`src/rtl/acc_gap_speed_controller_top_assert.svh`:
```
// assertion macros for the cruise gap/speed controller top level
`ifndef ACC_GAP_SPEED_CONTROLLER_TOP_ASSERT_SVH
`define ACC_GAP_SPEED_CONTROLLER_TOP_ASSERT_SVH

// same-cycle implication, checked at every rising edge out of reset
`define ACC_GSC_AST_IMPL(label, ante, cons) \
  label: assert property (@(posedge clk) disable iff (!rst_n) (ante) |-> (cons)) \
    else $error("acc_gsc assertion failed");

// next-cycle implication, checked at every rising edge out of reset
`define ACC_GSC_AST_NEXT(label, ante, cons) \
  label: assert property (@(posedge clk) disable iff (!rst_n) (ante) |=> (cons)) \
    else $error("acc_gsc assertion failed");

`endif

```
`src/rtl/acc_gsc_pkg.sv`:
```
// shared types and constants of the cruise gap/speed controller
`default_nettype none

package acc_gsc_pkg;

  // fixed vehicle constants, 1/256 units
  localparam int MIN_GAP         = 640;
  localparam int STEP_LENGTH     = 256;
  localparam int UPPER_GAP_LIMIT = 30720;
  localparam int LOWER_GAP_LIMIT = 25600;

  // gap mode tolerances: 0.2 m and 0.1 m/s
  localparam int SPACE_TOL = 51;
  localparam int SPEED_TOL = 25;

  // configuration register indexes
  localparam logic [2:0] CFG_SPEED_GAIN         = 3'd0;
  localparam logic [2:0] CFG_GAP_GAIN_SPEED     = 3'd1;
  localparam logic [2:0] CFG_GAP_GAIN_SPACE     = 3'd2;
  localparam logic [2:0] CFG_CLOSING_GAIN_SPEED = 3'd3;
  localparam logic [2:0] CFG_CLOSING_GAIN_SPACE = 3'd4;
  localparam logic [2:0] CFG_AVOID_GAIN_SPEED   = 3'd5;
  localparam logic [2:0] CFG_AVOID_GAIN_SPACE   = 3'd6;
  localparam logic [2:0] CFG_HEADWAY_TIME       = 3'd7;

  // control law codes
  typedef enum logic [1:0] {
    LAW_SPEED = 2'd0,
    LAW_GAP   = 2'd1,
    LAW_AVOID = 2'd2,
    LAW_CLOSE = 2'd3
  } law_t;

  // sequencer states
  typedef enum logic [2:0] {
    ST_IDLE,
    ST_DES,
    ST_ERR,
    ST_CLS,
    ST_MUL,
    ST_ACC,
    ST_SPD,
    ST_DONE
  } state_t;

  // configuration register set
  typedef struct packed {
    logic signed [15:0] speed_gain;
    logic signed [15:0] gap_gain_speed;
    logic signed [15:0] gap_gain_space;
    logic signed [15:0] closing_gain_speed;
    logic signed [15:0] closing_gain_space;
    logic signed [15:0] avoid_gain_speed;
    logic signed [15:0] avoid_gain_space;
    logic        [11:0] headway_time;
  } cfg_t;

  // controller to datapath commands
  typedef struct packed {
    logic load;
    logic des;
    logic err;
    logic cls;
    logic mul;
    logic acc;
    logic spd;
    logic out_load;
  } cmd_t;

  // datapath to controller status
  typedef struct packed {
    logic out_free;
  } sts_t;

endpackage

`default_nettype wire

```
`src/rtl/acc_gsc_ctrl.sv`:
```
// sequencer that steps one word through the datapath
`default_nettype none

module acc_gsc_ctrl (
  input  wire logic              clk,
  input  wire logic              rst_n,
  input  wire logic              in_valid,
  input  wire acc_gsc_pkg::sts_t sts,
  output acc_gsc_pkg::cmd_t      cmd,
  output logic                   busy
);

  acc_gsc_pkg::state_t state_r;
  acc_gsc_pkg::state_t state_nxt;

  // state register
  always_ff @(posedge clk) begin
    if (!rst_n) begin
      state_r <= acc_gsc_pkg::ST_IDLE;
    end else begin
      state_r <= state_nxt;
    end
  end

  // next state
  always_comb begin
    state_nxt = state_r;
    case (state_r)
      acc_gsc_pkg::ST_IDLE: begin
        if (in_valid) state_nxt = acc_gsc_pkg::ST_DES;
      end
      acc_gsc_pkg::ST_DES: state_nxt = acc_gsc_pkg::ST_ERR;
      acc_gsc_pkg::ST_ERR: state_nxt = acc_gsc_pkg::ST_CLS;
      acc_gsc_pkg::ST_CLS: state_nxt = acc_gsc_pkg::ST_MUL;
      acc_gsc_pkg::ST_MUL: state_nxt = acc_gsc_pkg::ST_ACC;
      acc_gsc_pkg::ST_ACC: state_nxt = acc_gsc_pkg::ST_SPD;
      acc_gsc_pkg::ST_SPD: state_nxt = acc_gsc_pkg::ST_DONE;
      acc_gsc_pkg::ST_DONE: begin
        if (sts.out_free) state_nxt = acc_gsc_pkg::ST_IDLE;
      end
      default: state_nxt = acc_gsc_pkg::ST_IDLE;
    endcase
  end

  // commands
  always_comb begin
    cmd  = '0;
    busy = 1'b1;
    case (state_r)
      acc_gsc_pkg::ST_IDLE: begin
        busy     = 1'b0;
        cmd.load = in_valid;
      end
      acc_gsc_pkg::ST_DES:  cmd.des = 1'b1;
      acc_gsc_pkg::ST_ERR:  cmd.err = 1'b1;
      acc_gsc_pkg::ST_CLS:  cmd.cls = 1'b1;
      acc_gsc_pkg::ST_MUL:  cmd.mul = 1'b1;
      acc_gsc_pkg::ST_ACC:  cmd.acc = 1'b1;
      acc_gsc_pkg::ST_SPD:  cmd.spd = 1'b1;
      acc_gsc_pkg::ST_DONE: cmd.out_load = sts.out_free;
      default: cmd = '0;
    endcase
  end

endmodule

`default_nettype wire

```
`src/rtl/acc_gsc_dp.sv`:
```
// datapath: law selection, spacing error, gain products, saturation
`default_nettype none

module acc_gsc_dp (
  input  wire logic                clk,
  input  wire logic                rst_n,
  input  wire acc_gsc_pkg::cfg_t   cfg,
  input  wire acc_gsc_pkg::cmd_t   cmd,
  output acc_gsc_pkg::sts_t        sts,
  input  wire logic signed [23:0]  in_gap_distance,
  input  wire logic        [15:0]  in_own_speed,
  input  wire logic        [15:0]  in_leader_speed,
  input  wire logic        [15:0]  in_target_speed,
  input  wire logic                out_stall,
  output logic                     out_valid,
  output logic signed      [15:0]  out_accel_value,
  output logic             [15:0]  out_next_speed,
  output logic             [1:0]   out_law_used
);

  localparam logic signed [24:0] UPPER_LIM = 25'(acc_gsc_pkg::UPPER_GAP_LIMIT);
  localparam logic signed [24:0] LOWER_LIM = 25'(acc_gsc_pkg::LOWER_GAP_LIMIT);
  localparam logic signed [25:0] MIN_GAP_E = 26'(acc_gsc_pkg::MIN_GAP);
  localparam logic signed [25:0] E_TOL     = 26'(acc_gsc_pkg::SPACE_TOL);
  localparam logic signed [16:0] D_TOL     = 17'(acc_gsc_pkg::SPEED_TOL);
  localparam logic signed [28:0] STEP_S    = 29'(acc_gsc_pkg::STEP_LENGTH);
  localparam logic signed [29:0] ACC_MAX   = 30'sd32767;
  localparam logic signed [29:0] ACC_MIN   = -30'sd32768;
  localparam logic signed [22:0] NV_MAX    = 23'sd65535;

  // captured word and mode bit
  logic signed [23:0] gap_r;
  logic        [15:0] v_r;
  logic        [15:0] vl_r;
  logic        [15:0] vd_r;
  logic               mode_r;

  // intermediate registers
  logic        [19:0] des_r;
  logic signed [25:0] e_r;
  logic signed [16:0] d_r;
  logic signed [16:0] sp_r;
  acc_gsc_pkg::law_t  law_r;
  logic signed [15:0] ga_r;
  logic signed [15:0] gb_r;
  logic signed [16:0] opa_r;
  logic signed [32:0] pa_r;
  logic signed [41:0] pb_r;
  logic signed [15:0] acc_r;
  logic        [15:0] nv_r;

  // output register
  logic               out_valid_r;
  logic signed [15:0] out_accel_r;
  logic        [15:0] out_speed_r;
  logic        [1:0]  out_law_r;

  // combinational helpers
  logic        [27:0] des_prod;
  logic signed [24:0] gap_in_ext;
  logic               in_tol;
  logic signed [43:0] round_sum;
  logic signed [29:0] acc_q;
  logic signed [28:0] step_prod;
  logic signed [29:0] step_rnd;
  logic signed [21:0] step_q;
  logic signed [22:0] nv_sum;

  assign gap_in_ext = 25'(in_gap_distance);
  assign des_prod   = 28'(cfg.headway_time) * 28'(v_r) + 28'd128;
  assign in_tol     = (e_r >= -E_TOL) && (e_r <= E_TOL) &&
                      (d_r >= -D_TOL) && (d_r <= D_TOL);
  assign round_sum  = 44'(pa_r) + 44'(pb_r) + 44'sd8192;
  assign acc_q      = 30'(round_sum >>> 14);
  assign step_prod  = 29'(acc_r) * STEP_S;
  assign step_rnd   = 30'(step_prod) + 30'sd128;
  assign step_q     = 22'(step_rnd >>> 8);
  assign nv_sum     = $signed({7'b0, v_r}) + 23'(step_q);

  // mode bit follows the gap limits on every word
  always_ff @(posedge clk) begin
    if (!rst_n) begin
      mode_r <= 1'b0;
    end else if (cmd.load) begin
      if (gap_in_ext > UPPER_LIM) begin
        mode_r <= 1'b0;
      end else if (gap_in_ext < LOWER_LIM) begin
        mode_r <= 1'b1;
      end
    end
  end

  // capture word
  always_ff @(posedge clk) begin
    if (cmd.load) begin
      gap_r <= in_gap_distance;
      v_r   <= in_own_speed;
      vl_r  <= in_leader_speed;
      vd_r  <= in_target_speed;
    end
  end

  // desired spacing from headway
  always_ff @(posedge clk) begin
    if (cmd.des) begin
      des_r <= des_prod[27:8];
    end
  end

  // spacing error and speed differences
  always_ff @(posedge clk) begin
    if (cmd.err) begin
      e_r  <= 26'(gap_r) - MIN_GAP_E - $signed({6'b0, des_r});
      d_r  <= $signed({1'b0, vl_r}) - $signed({1'b0, v_r});
      sp_r <= $signed({1'b0, v_r}) - $signed({1'b0, vd_r});
    end
  end

  // pick law, gains and operand
  always_ff @(posedge clk) begin
    if (cmd.cls) begin
      if (!mode_r) begin
        law_r <= acc_gsc_pkg::LAW_SPEED;
        ga_r  <= cfg.speed_gain;
        gb_r  <= '0;
        opa_r <= sp_r;
      end else if (in_tol) begin
        law_r <= acc_gsc_pkg::LAW_GAP;
        ga_r  <= cfg.gap_gain_speed;
        gb_r  <= cfg.gap_gain_space;
        opa_r <= d_r;
      end else if (e_r < 0) begin
        law_r <= acc_gsc_pkg::LAW_AVOID;
        ga_r  <= cfg.avoid_gain_speed;
        gb_r  <= cfg.avoid_gain_space;
        opa_r <= d_r;
      end else begin
        law_r <= acc_gsc_pkg::LAW_CLOSE;
        ga_r  <= cfg.closing_gain_speed;
        gb_r  <= cfg.closing_gain_space;
        opa_r <= d_r;
      end
    end
  end

  // gain products
  always_ff @(posedge clk) begin
    if (cmd.mul) begin
      pa_r <= 33'(ga_r) * 33'(opa_r);
      pb_r <= 42'(gb_r) * 42'(e_r);
    end
  end

  // q14 rounding and acceleration saturation
  always_ff @(posedge clk) begin
    if (cmd.acc) begin
      if (acc_q > ACC_MAX) begin
        acc_r <= 16'sh7fff;
      end else if (acc_q < ACC_MIN) begin
        acc_r <= -16'sh8000;
      end else begin
        acc_r <= acc_q[15:0];
      end
    end
  end

  // new speed clamped to range
  always_ff @(posedge clk) begin
    if (cmd.spd) begin
      if (nv_sum < 0) begin
        nv_r <= '0;
      end else if (nv_sum > NV_MAX) begin
        nv_r <= 16'hffff;
      end else begin
        nv_r <= nv_sum[15:0];
      end
    end
  end

  // output word valid
  always_ff @(posedge clk) begin
    if (!rst_n) begin
      out_valid_r <= 1'b0;
    end else if (cmd.out_load) begin
      out_valid_r <= 1'b1;
    end else if (!out_stall) begin
      out_valid_r <= 1'b0;
    end
  end

  // output word payload
  always_ff @(posedge clk) begin
    if (cmd.out_load) begin
      out_accel_r <= acc_r;
      out_speed_r <= nv_r;
      out_law_r   <= law_r;
    end
  end

  assign sts.out_free    = !out_valid_r || !out_stall;
  assign out_valid       = out_valid_r;
  assign out_accel_value = out_accel_r;
  assign out_next_speed  = out_speed_r;
  assign out_law_used    = out_law_r;

endmodule

`default_nettype wire

```
`src/rtl/acc_gap_speed_controller_top.sv`:
```
// top level of the cruise gap/speed controller: register bank, sequencer, datapath
//
//   port group | direction | flow control | contents
//   in_        | input     | valid/stall  | gap, own, leader and target speed
//   out_       | output    | valid/stall  | acceleration, new speed, law code
//   cfg_       | input     | write enable | gains and headway, 3-bit index
//
// a word is taken in the idle state; six sequencer steps (headway multiply,
// error, law pick, gain multiply, rounding, speed) and a load step follow, so
// no new word is taken until the last one is in the output register.
// a stalled output holds the sequencer in its load step until it frees.
// reset clears the sequencer and the mode bit (speed law) and loads the
// default gains and headway.
`default_nettype none

`include "acc_gap_speed_controller_top_assert.svh"

module acc_gap_speed_controller_top (
  input  wire logic               clk,
  input  wire logic               rst_n,
  input  wire logic               in_valid,
  output logic                    in_stall,
  input  wire logic signed [23:0] in_gap_distance,
  input  wire logic        [15:0] in_own_speed,
  input  wire logic        [15:0] in_leader_speed,
  input  wire logic        [15:0] in_target_speed,
  output logic                    out_valid,
  input  wire logic               out_stall,
  output logic signed      [15:0] out_accel_value,
  output logic             [15:0] out_next_speed,
  output logic             [1:0]  out_law_used,
  input  wire logic               cfg_we,
  input  wire logic        [2:0]  cfg_index,
  input  wire logic        [15:0] cfg_wdata
);

  acc_gsc_pkg::cfg_t cfg_r;
  acc_gsc_pkg::cmd_t cmd;
  acc_gsc_pkg::sts_t sts;
  logic              busy;

  // configuration register bank
  always_ff @(posedge clk) begin
    if (!rst_n) begin
      cfg_r.speed_gain         <= -16'sd6554;
      cfg_r.gap_gain_speed     <= 16'sd1147;
      cfg_r.gap_gain_space     <= 16'sd3768;
      cfg_r.closing_gain_speed <= 16'sd13107;
      cfg_r.closing_gain_space <= 16'sd655;
      cfg_r.avoid_gain_speed   <= 16'sd3768;
      cfg_r.avoid_gain_space   <= 16'sd13107;
      cfg_r.headway_time       <= 12'd256;
    end else if (cfg_we) begin
      case (cfg_index)
        acc_gsc_pkg::CFG_SPEED_GAIN:         cfg_r.speed_gain         <= cfg_wdata;
        acc_gsc_pkg::CFG_GAP_GAIN_SPEED:     cfg_r.gap_gain_speed     <= cfg_wdata;
        acc_gsc_pkg::CFG_GAP_GAIN_SPACE:     cfg_r.gap_gain_space     <= cfg_wdata;
        acc_gsc_pkg::CFG_CLOSING_GAIN_SPEED: cfg_r.closing_gain_speed <= cfg_wdata;
        acc_gsc_pkg::CFG_CLOSING_GAIN_SPACE: cfg_r.closing_gain_space <= cfg_wdata;
        acc_gsc_pkg::CFG_AVOID_GAIN_SPEED:   cfg_r.avoid_gain_speed   <= cfg_wdata;
        acc_gsc_pkg::CFG_AVOID_GAIN_SPACE:   cfg_r.avoid_gain_space   <= cfg_wdata;
        acc_gsc_pkg::CFG_HEADWAY_TIME:       cfg_r.headway_time       <= cfg_wdata[11:0];
        default: cfg_r <= cfg_r;
      endcase
    end
  end

  // sequencer
  acc_gsc_ctrl u_ctrl (
    .clk      (clk),
    .rst_n    (rst_n),
    .in_valid (in_valid),
    .sts      (sts),
    .cmd      (cmd),
    .busy     (busy)
  );

  // datapath
  acc_gsc_dp u_dp (
    .clk             (clk),
    .rst_n           (rst_n),
    .cfg             (cfg_r),
    .cmd             (cmd),
    .sts             (sts),
    .in_gap_distance (in_gap_distance),
    .in_own_speed    (in_own_speed),
    .in_leader_speed (in_leader_speed),
    .in_target_speed (in_target_speed),
    .out_stall       (out_stall),
    .out_valid       (out_valid),
    .out_accel_value (out_accel_value),
    .out_next_speed  (out_next_speed),
    .out_law_used    (out_law_used)
  );

  assign in_stall = busy;

  // a taken word keeps the input stalled while it is worked on
  `ACC_GSC_AST_NEXT(a_busy_after_take, in_valid && !in_stall, in_stall)
  // a new output word only comes from a busy sequencer
  `ACC_GSC_AST_IMPL(a_out_from_busy, $rose(out_valid), $past(in_stall))

endmodule

`default_nettype wire
```
`config.mk`:
```
export PLATFORM = sky130hd
export DESIGN_NAME = acc_gap_speed_controller_top
export DESIGN_NICKNAME = d
export VERILOG_FILES = /design/src/rtl/acc_gsc_pkg.sv /design/src/rtl/acc_gsc_ctrl.sv /design/src/rtl/acc_gsc_dp.sv /design/src/rtl/acc_gap_speed_controller_top.sv
export VERILOG_INCLUDE_DIRS = /design/src /design/src/rtl
export SDC_FILE = /design/constraint.sdc
export NUM_CORES = 2
export LEC_CHECK = 0
export BUFFER_PORTS_ARGS = -buffer_cell sky130_fd_sc_hd__buf_2
export CELL_PAD_IN_SITES_DETAIL_PLACEMENT = 0
export CELL_PAD_IN_SITES_GLOBAL_PLACEMENT = 1
export CORE_ASPECT_RATIO = 2
export CORE_MARGIN = 2
export CORE_UTILIZATION = 50
export CTS_CLUSTER_DIAMETER = 60
export DETAILED_ROUTE_END_ITERATION = 10
export GPL_TIMING_DRIVEN = 1
export PLACE_DENSITY = 0.78
export SKIP_LAST_GASP = 1
export SYNTH_ARGS = -nofsm -noshare
export SYNTH_HDL_FRONTEND = slang
export SYNTH_SLANG_ARGS = --single-unit
```
`constraint.sdc`:
```
create_clock -name clk -period 10.9 [get_ports clk]
set_input_delay 0.545 -clock clk [delete_from_list [all_inputs] [get_ports clk]]
set_output_delay 0.545 -clock clk [all_outputs]
set_load 0.01 [all_outputs]
```
# Word-level counts from Yosys, hierarchy flattened
# Cells that the tools add are included.
[totals]
reg_bits = 473
in_bits = 96
out_inout_bits = 36
word_cells = 118
[op_classes]
addsub = 9
multipliers = 3
n_lt_le_gt_ge = 11
n_eq_ne = 17
n_mux = 26
bitwise = 1
n_reduce_logical = 20
[ops]
columns = ["op", "n"]
rows = [
  ["$mux 16", 7],
  ["$add 44x15->44 const B", 1],
  ["$add 33x42->43", 1],
  ["$mul 16x26->42", 1],
  ["$sub 16x16->17", 2],
  ["$mul 16x17->33", 1],
  ["$gt 30x16->1 const B", 1],
  ["$lt 30x16->1 const B", 1],
  ["$add 28x8->28 const B", 1],
  ["$mul 12x16->28", 1],
  ["$ge 26x7->1 const B", 1],
  ["$le 26x7->1 const B", 1],
  ["$lt 26x1->1 const B", 1],
  ["$sub 26x21->26", 1],
  ["$add 24x9->25 const B", 1],
  ["$sub 24x11->25 const B", 1],
  ["$eq 3x3->1 const B", 8],
  ["$gt 24x16->1 const B", 1],
  ["$lt 24x16->1 const B", 1],
  ["$pmux 3 s8", 1],
  ["$gt 23x17->1 const B", 1],
  ["$lt 23x1->1 const B", 1],
  ["$reduce_and 2->1", 10],
  ["$add 17x17->18", 1],
  ["16 further kinds", 40],
]

# Longest topological paths before layout
[depth]
word_depth = 6
ltp_mapped = 31
ltp_nobuf = 29

# Cells and area by module
# A second synthesis with hierarchy kept.
[hier_totals]
cells_unflattened = 5365
area_unflattened_um2 = 53542.6
[modules_own_cells]
columns = ["mod", "instances", "cells_each", "area_each_um2", "seq_area_each_um2"]
rows = [
  ["acc_gsc_dp", 1, 4886, 48529.0, 10369.9],
  ["acc_gap_speed_controller_top", 1, 451, 4788.3, 2482.4],
  ["acc_gsc_ctrl", 1, 28, 225.2, 60.1],
]

# Worst setup path after synthesis
# Ideal clock, no wire load.
[synth_timing]
kind = "register to register"
start = "register u_dp.e_r[8]"
end = "register u_dp.pb_r[41], data pin"
setup_time_ns = 0.260
arrival_ns = 7.172
t_required_ns = 10.640
slack_ns = 3.468
path_stages_with_launch = 27
path_buffers = 2
period_less_slack_ns = 7.432
path_cell_list = "edfxtp_1 -> clkbuf_1 -> clkbuf_1 -> nand2_1 -> fa_1 -> fa_1 -> fa_1 -> fa_1 -> inv_1 -> fa_1 -> inv_1 -> fa_1 -> inv_1 -> ha_1 -> a21o_1 -> a2111oi_0 -> o21ai_0 -> a21o_1 -> a221oi_1 -> a2111oi_0 -> o311ai_0 -> a31oi_1 -> o21a_1 -> o21a_1 -> o21a_1 -> nor2_1 -> xnor2_1"
[synth_via]
elab_chain_len = 1
[synth_rtl]
columns = ["element", "line_no", "rtl"]
rows = [
  ["start, declared", "acc_gsc_dp.sv:40", "logic signed [25:0] e_r;"],
  ["start signal, assigned", "acc_gsc_dp.sv:113", "e_r <= 26'(gap_r) - MIN_GAP_E - $signed({6'b0, des_r});"],
  ["$mul 16x26->42", "acc_gsc_dp.sv:150", "pb_r <= 42'(gb_r) * 42'(e_r);"],
  ["end signal, assigned", "acc_gsc_dp.sv:150", ""],
  ["end, declared", "acc_gsc_dp.sv:48", "logic signed [41:0] pb_r;"],
]
# Every way passes these cells.
# A chain may end at the register's enable or synchronous reset.

# Final worst setup path
[layout_timing]
start = "register u_dp.gb_r[1]"
end = "register u_dp.pb_r[41], data pin"
[layout_via]
elab_chain_len = 1
[layout_rtl]
columns = ["element", "line_no", "rtl"]
rows = [
  ["start, declared", "acc_gsc_dp.sv:45", "logic signed [15:0] gb_r;"],
  ["start signal, assigned", "acc_gsc_dp.sv:130", "gb_r <= cfg.gap_gain_space;"],
  ["start signal, assigned", "acc_gsc_dp.sv:135", "gb_r <= cfg.avoid_gain_space;"],
  ["start signal, assigned", "acc_gsc_dp.sv:140", "gb_r <= cfg.closing_gain_space;"],
  ["$mul 16x26->42", "acc_gsc_dp.sv:150", ""],
]
# Every way passes these cells.

==> run metrics <==
status finished, final reports clean; filler instances 9742; part of the Yosys area used for sequential elements 0.243; initial antenna violation count 8; synthesized area 53200 um^2; worst-case clock buffer depth 3; Initial Util 0.503; unrepaired setup endpoints after global routing false; Max Slew Vio Count 0; area of the core 106000 um^2; Critical Path Source u_dp.gb_r[1]; DRC violations left 0; Hold Vio Cnt, Final 0; Inst Count DP 6859; Via density 5.49; cell area after layout 56700 um^2; final hold slack 76.6 ps; Critical Path RT 11280 ps; Clock Sinks 473; relative slew slack 0.248; DR pass1 iterations 6; CTS tree done; Die X 235 um; Arr. time, crit path 9390 ps; cts hold-fix bufs 0; first-pass GRT wire length 236 mm; YS warnings 0; Fin Setup TNS 0 ps; vias 38100; All-Layer GR Usage 0.286; Seq cells post-synth 473; R2R Path Start u_dp.gb_r[1]; Final HPWL DP 122 mm; Reg area 12900 um^2; Die Ht 465 um; Die ar. 109000 um^2; Setup Fix Bufs, Post-CTS 0; post-cts sizing count 0; worst skew pair latency 640 ps; worst-margin pin slew 1120 ps; EDFF count, synth 344; largest net degree at the start of global routing 77; CP Launch Type flip-flop; post-synthesis instance total 5555; area of the multi-input gates 35500 um^2; commonest non-fill, non-tap cell in the layout inv_1; Cell Count, Final, Fillers Out 6951; Mean Syn Cell Area 9.58 um^2; share of cells above drive strength 1 0.0597; Root Driver clkbuf_16; crit-path max FO 26; Critical Path Sink Type flip-flop; 1st-iter DRT viols 1911; Area Overhead vs Synth 6.61%; # IOs 132; quantity of I/O buffers inserted on ports 131; Final Critical Period 9010 ps; Placement Cell Area 55100 um^2; remaining antenna violation count 0; Async SR Flop Fraction 0; max-cap violations 0; CTS buffer count 49; Nets 6836; drt wl/cell 22.0 um; Setup CP Type flip-flop to flip-flop; # setup viols final 0; Synth cell types 83; period utilization 0.827; Worst Hold Launch in_target_speed[13]; gpl congestion 0.948; main flop type after synthesis edfxtp_1; Tightest Hold Check Type input port to flip-flop; Max Freq 111 MHz; H-tree depth 2; net count of the mapped netlist 6849; total wire length 153 mm; Setup Skew 18.1 ps; vias in the first global route 41700; total grt overflow 0; most frequent cells in the layout inv_1, nand2_1, fa_1; CTS clock-pin slew for the worst setup and hold paths 70 ps; row count 169
cell usage after synthesis, types with 6 or more instances:
cell / instances / area (um^2)
inv_1: 1035 / 3880
nand2_1: 890 / 3340
fa_1: 822 / 16500
ha_1: 376 / 4700
and2_1: 345 / 2160
edfxtp_1: 344 / 10300
clkbuf_1: 220 / 826
a21oi_1: 195 / 976
nor2_1: 194 / 728
o21ai_0: 138 / 691
xnor2_1: 137 / 1200
dfxtp_1: 129 / 2580
nand3_1: 89 / 445
xor2_1: 56 / 490
a21o_1: 49 / 368
nor3_1: 44 / 220
mux2i_1: 37 / 370
mux2_2: 34 / 383
nand2b_1: 32 / 200
nand4_1: 28 / 175
nor2b_1: 28 / 175
nor4_1: 28 / 175
a21boi_0: 27 / 203
o21bai_1: 25 / 188
o21a_1: 20 / 150
and3_1: 19 / 119
a211oi_1: 16 / 120
a31oi_1: 13 / 81.3
o31ai_1: 13 / 97.6
o211ai_1: 12 / 90.1
clkbuf_2: 11 / 55.1
o21ai_2: 10 / 87.6
buf_1: 9 / 33.8
or3_1: 9 / 56.3
a311oi_1: 8 / 70.1
and4_1: 8 / 70.1
a2111oi_0: 7 / 61.3
or4_1: 7 / 52.6
or2_2: 6 / 37.5
metal layers:
metal / global-route usage / routed length (um) / share of wire
met5: 0 / 0 / 0
met4: 0.222 / 14000 / 0.092
met3: 0.0249 / 4900 / 0.032
met2: 0.546 / 83200 / 0.54
met1: 0.281 / 50600 / 0.33
cell type report:
class | count | area share
sequential | 473 | 0.228
clock buffer | 55 | 0.0222
timing repair buffer | 182 | 0.0183
clock inverter | 35 | 0.00712
inverter | 1035 | 0.0685
multi-input combinational | 3801 | 0.626
tap | 1368 | 0.0302
antenna | 2 | 0.0000882
through the flow:
stage	utilization	setup slack, ps
2_1_floorplan	-	3470
3_3_place_gp	0.521	2060
3_5_place_dp	0.521	1920
4_1_cts	0.537	1860
5_1_grt	0.537	1350
6_report	0.537	1890
kinds of logic (layout without fill, tap and decap cells):
kind of cell	after synthesis	after routing	share of synthesized area
flip-flops	473	473	0.243
adder cells (fa/ha/maj)	1198	1198	0.398
multiplexers	71	71	0.0142
XOR/XNOR	193	193	0.0318
other	0	2	0
buffers and inverters	1281	1307	0.0909
AO/OA/AOI/OAI	586	586	0.0693
AND/OR/NAND/NOR	1753	1753	0.154
path summary, 6_finish.rpt:
kind	to	slack [ps]	cells after the start
max	u_dp.pb_r[41]	1890	24
min	u_dp.vd_r[13]	80	1
max reg2reg	u_dp.pb_r[41]	1890	24
min reg2reg	u_dp.out_next_speed[14]	420	0
registers in the layout, summed over array words and instances (netlist names), 17 cells and up:
signal,cells
u_dp.gap_r,24
u_dp.pb_r,42
u_dp.pa_r,33
u_dp.des_r,20
u_dp.sp_r,17
cfg_r,124
u_dp.opa_r,17
u_dp.d_r,17
u_dp.e_r,26
worst max-delay path: stages, from the launching register on:
cell and delay (ps):
edfxtp_1 1070, nand2_1 180, fa_1 560, fa_1 600, fa_1 450, fa_1 540
inv_1 50, fa_1 490, inv_1 60, fa_1 470, inv_1 40, ha_1 350
a21o_1 190, a2111oi_0 870, o21ai_0 490, a21o_1 310, a221oi_1 350, a2111oi_0 210
o311ai_0 500, a31oi_1 190, o21a_1 210, o21a_1 180, o21a_1 160, nor2_1 110
xnor2_1 70
Power is left out: the tool's default activity adds up to more than one toggle a clock period on the data nets, which glitch-free logic cannot reach.
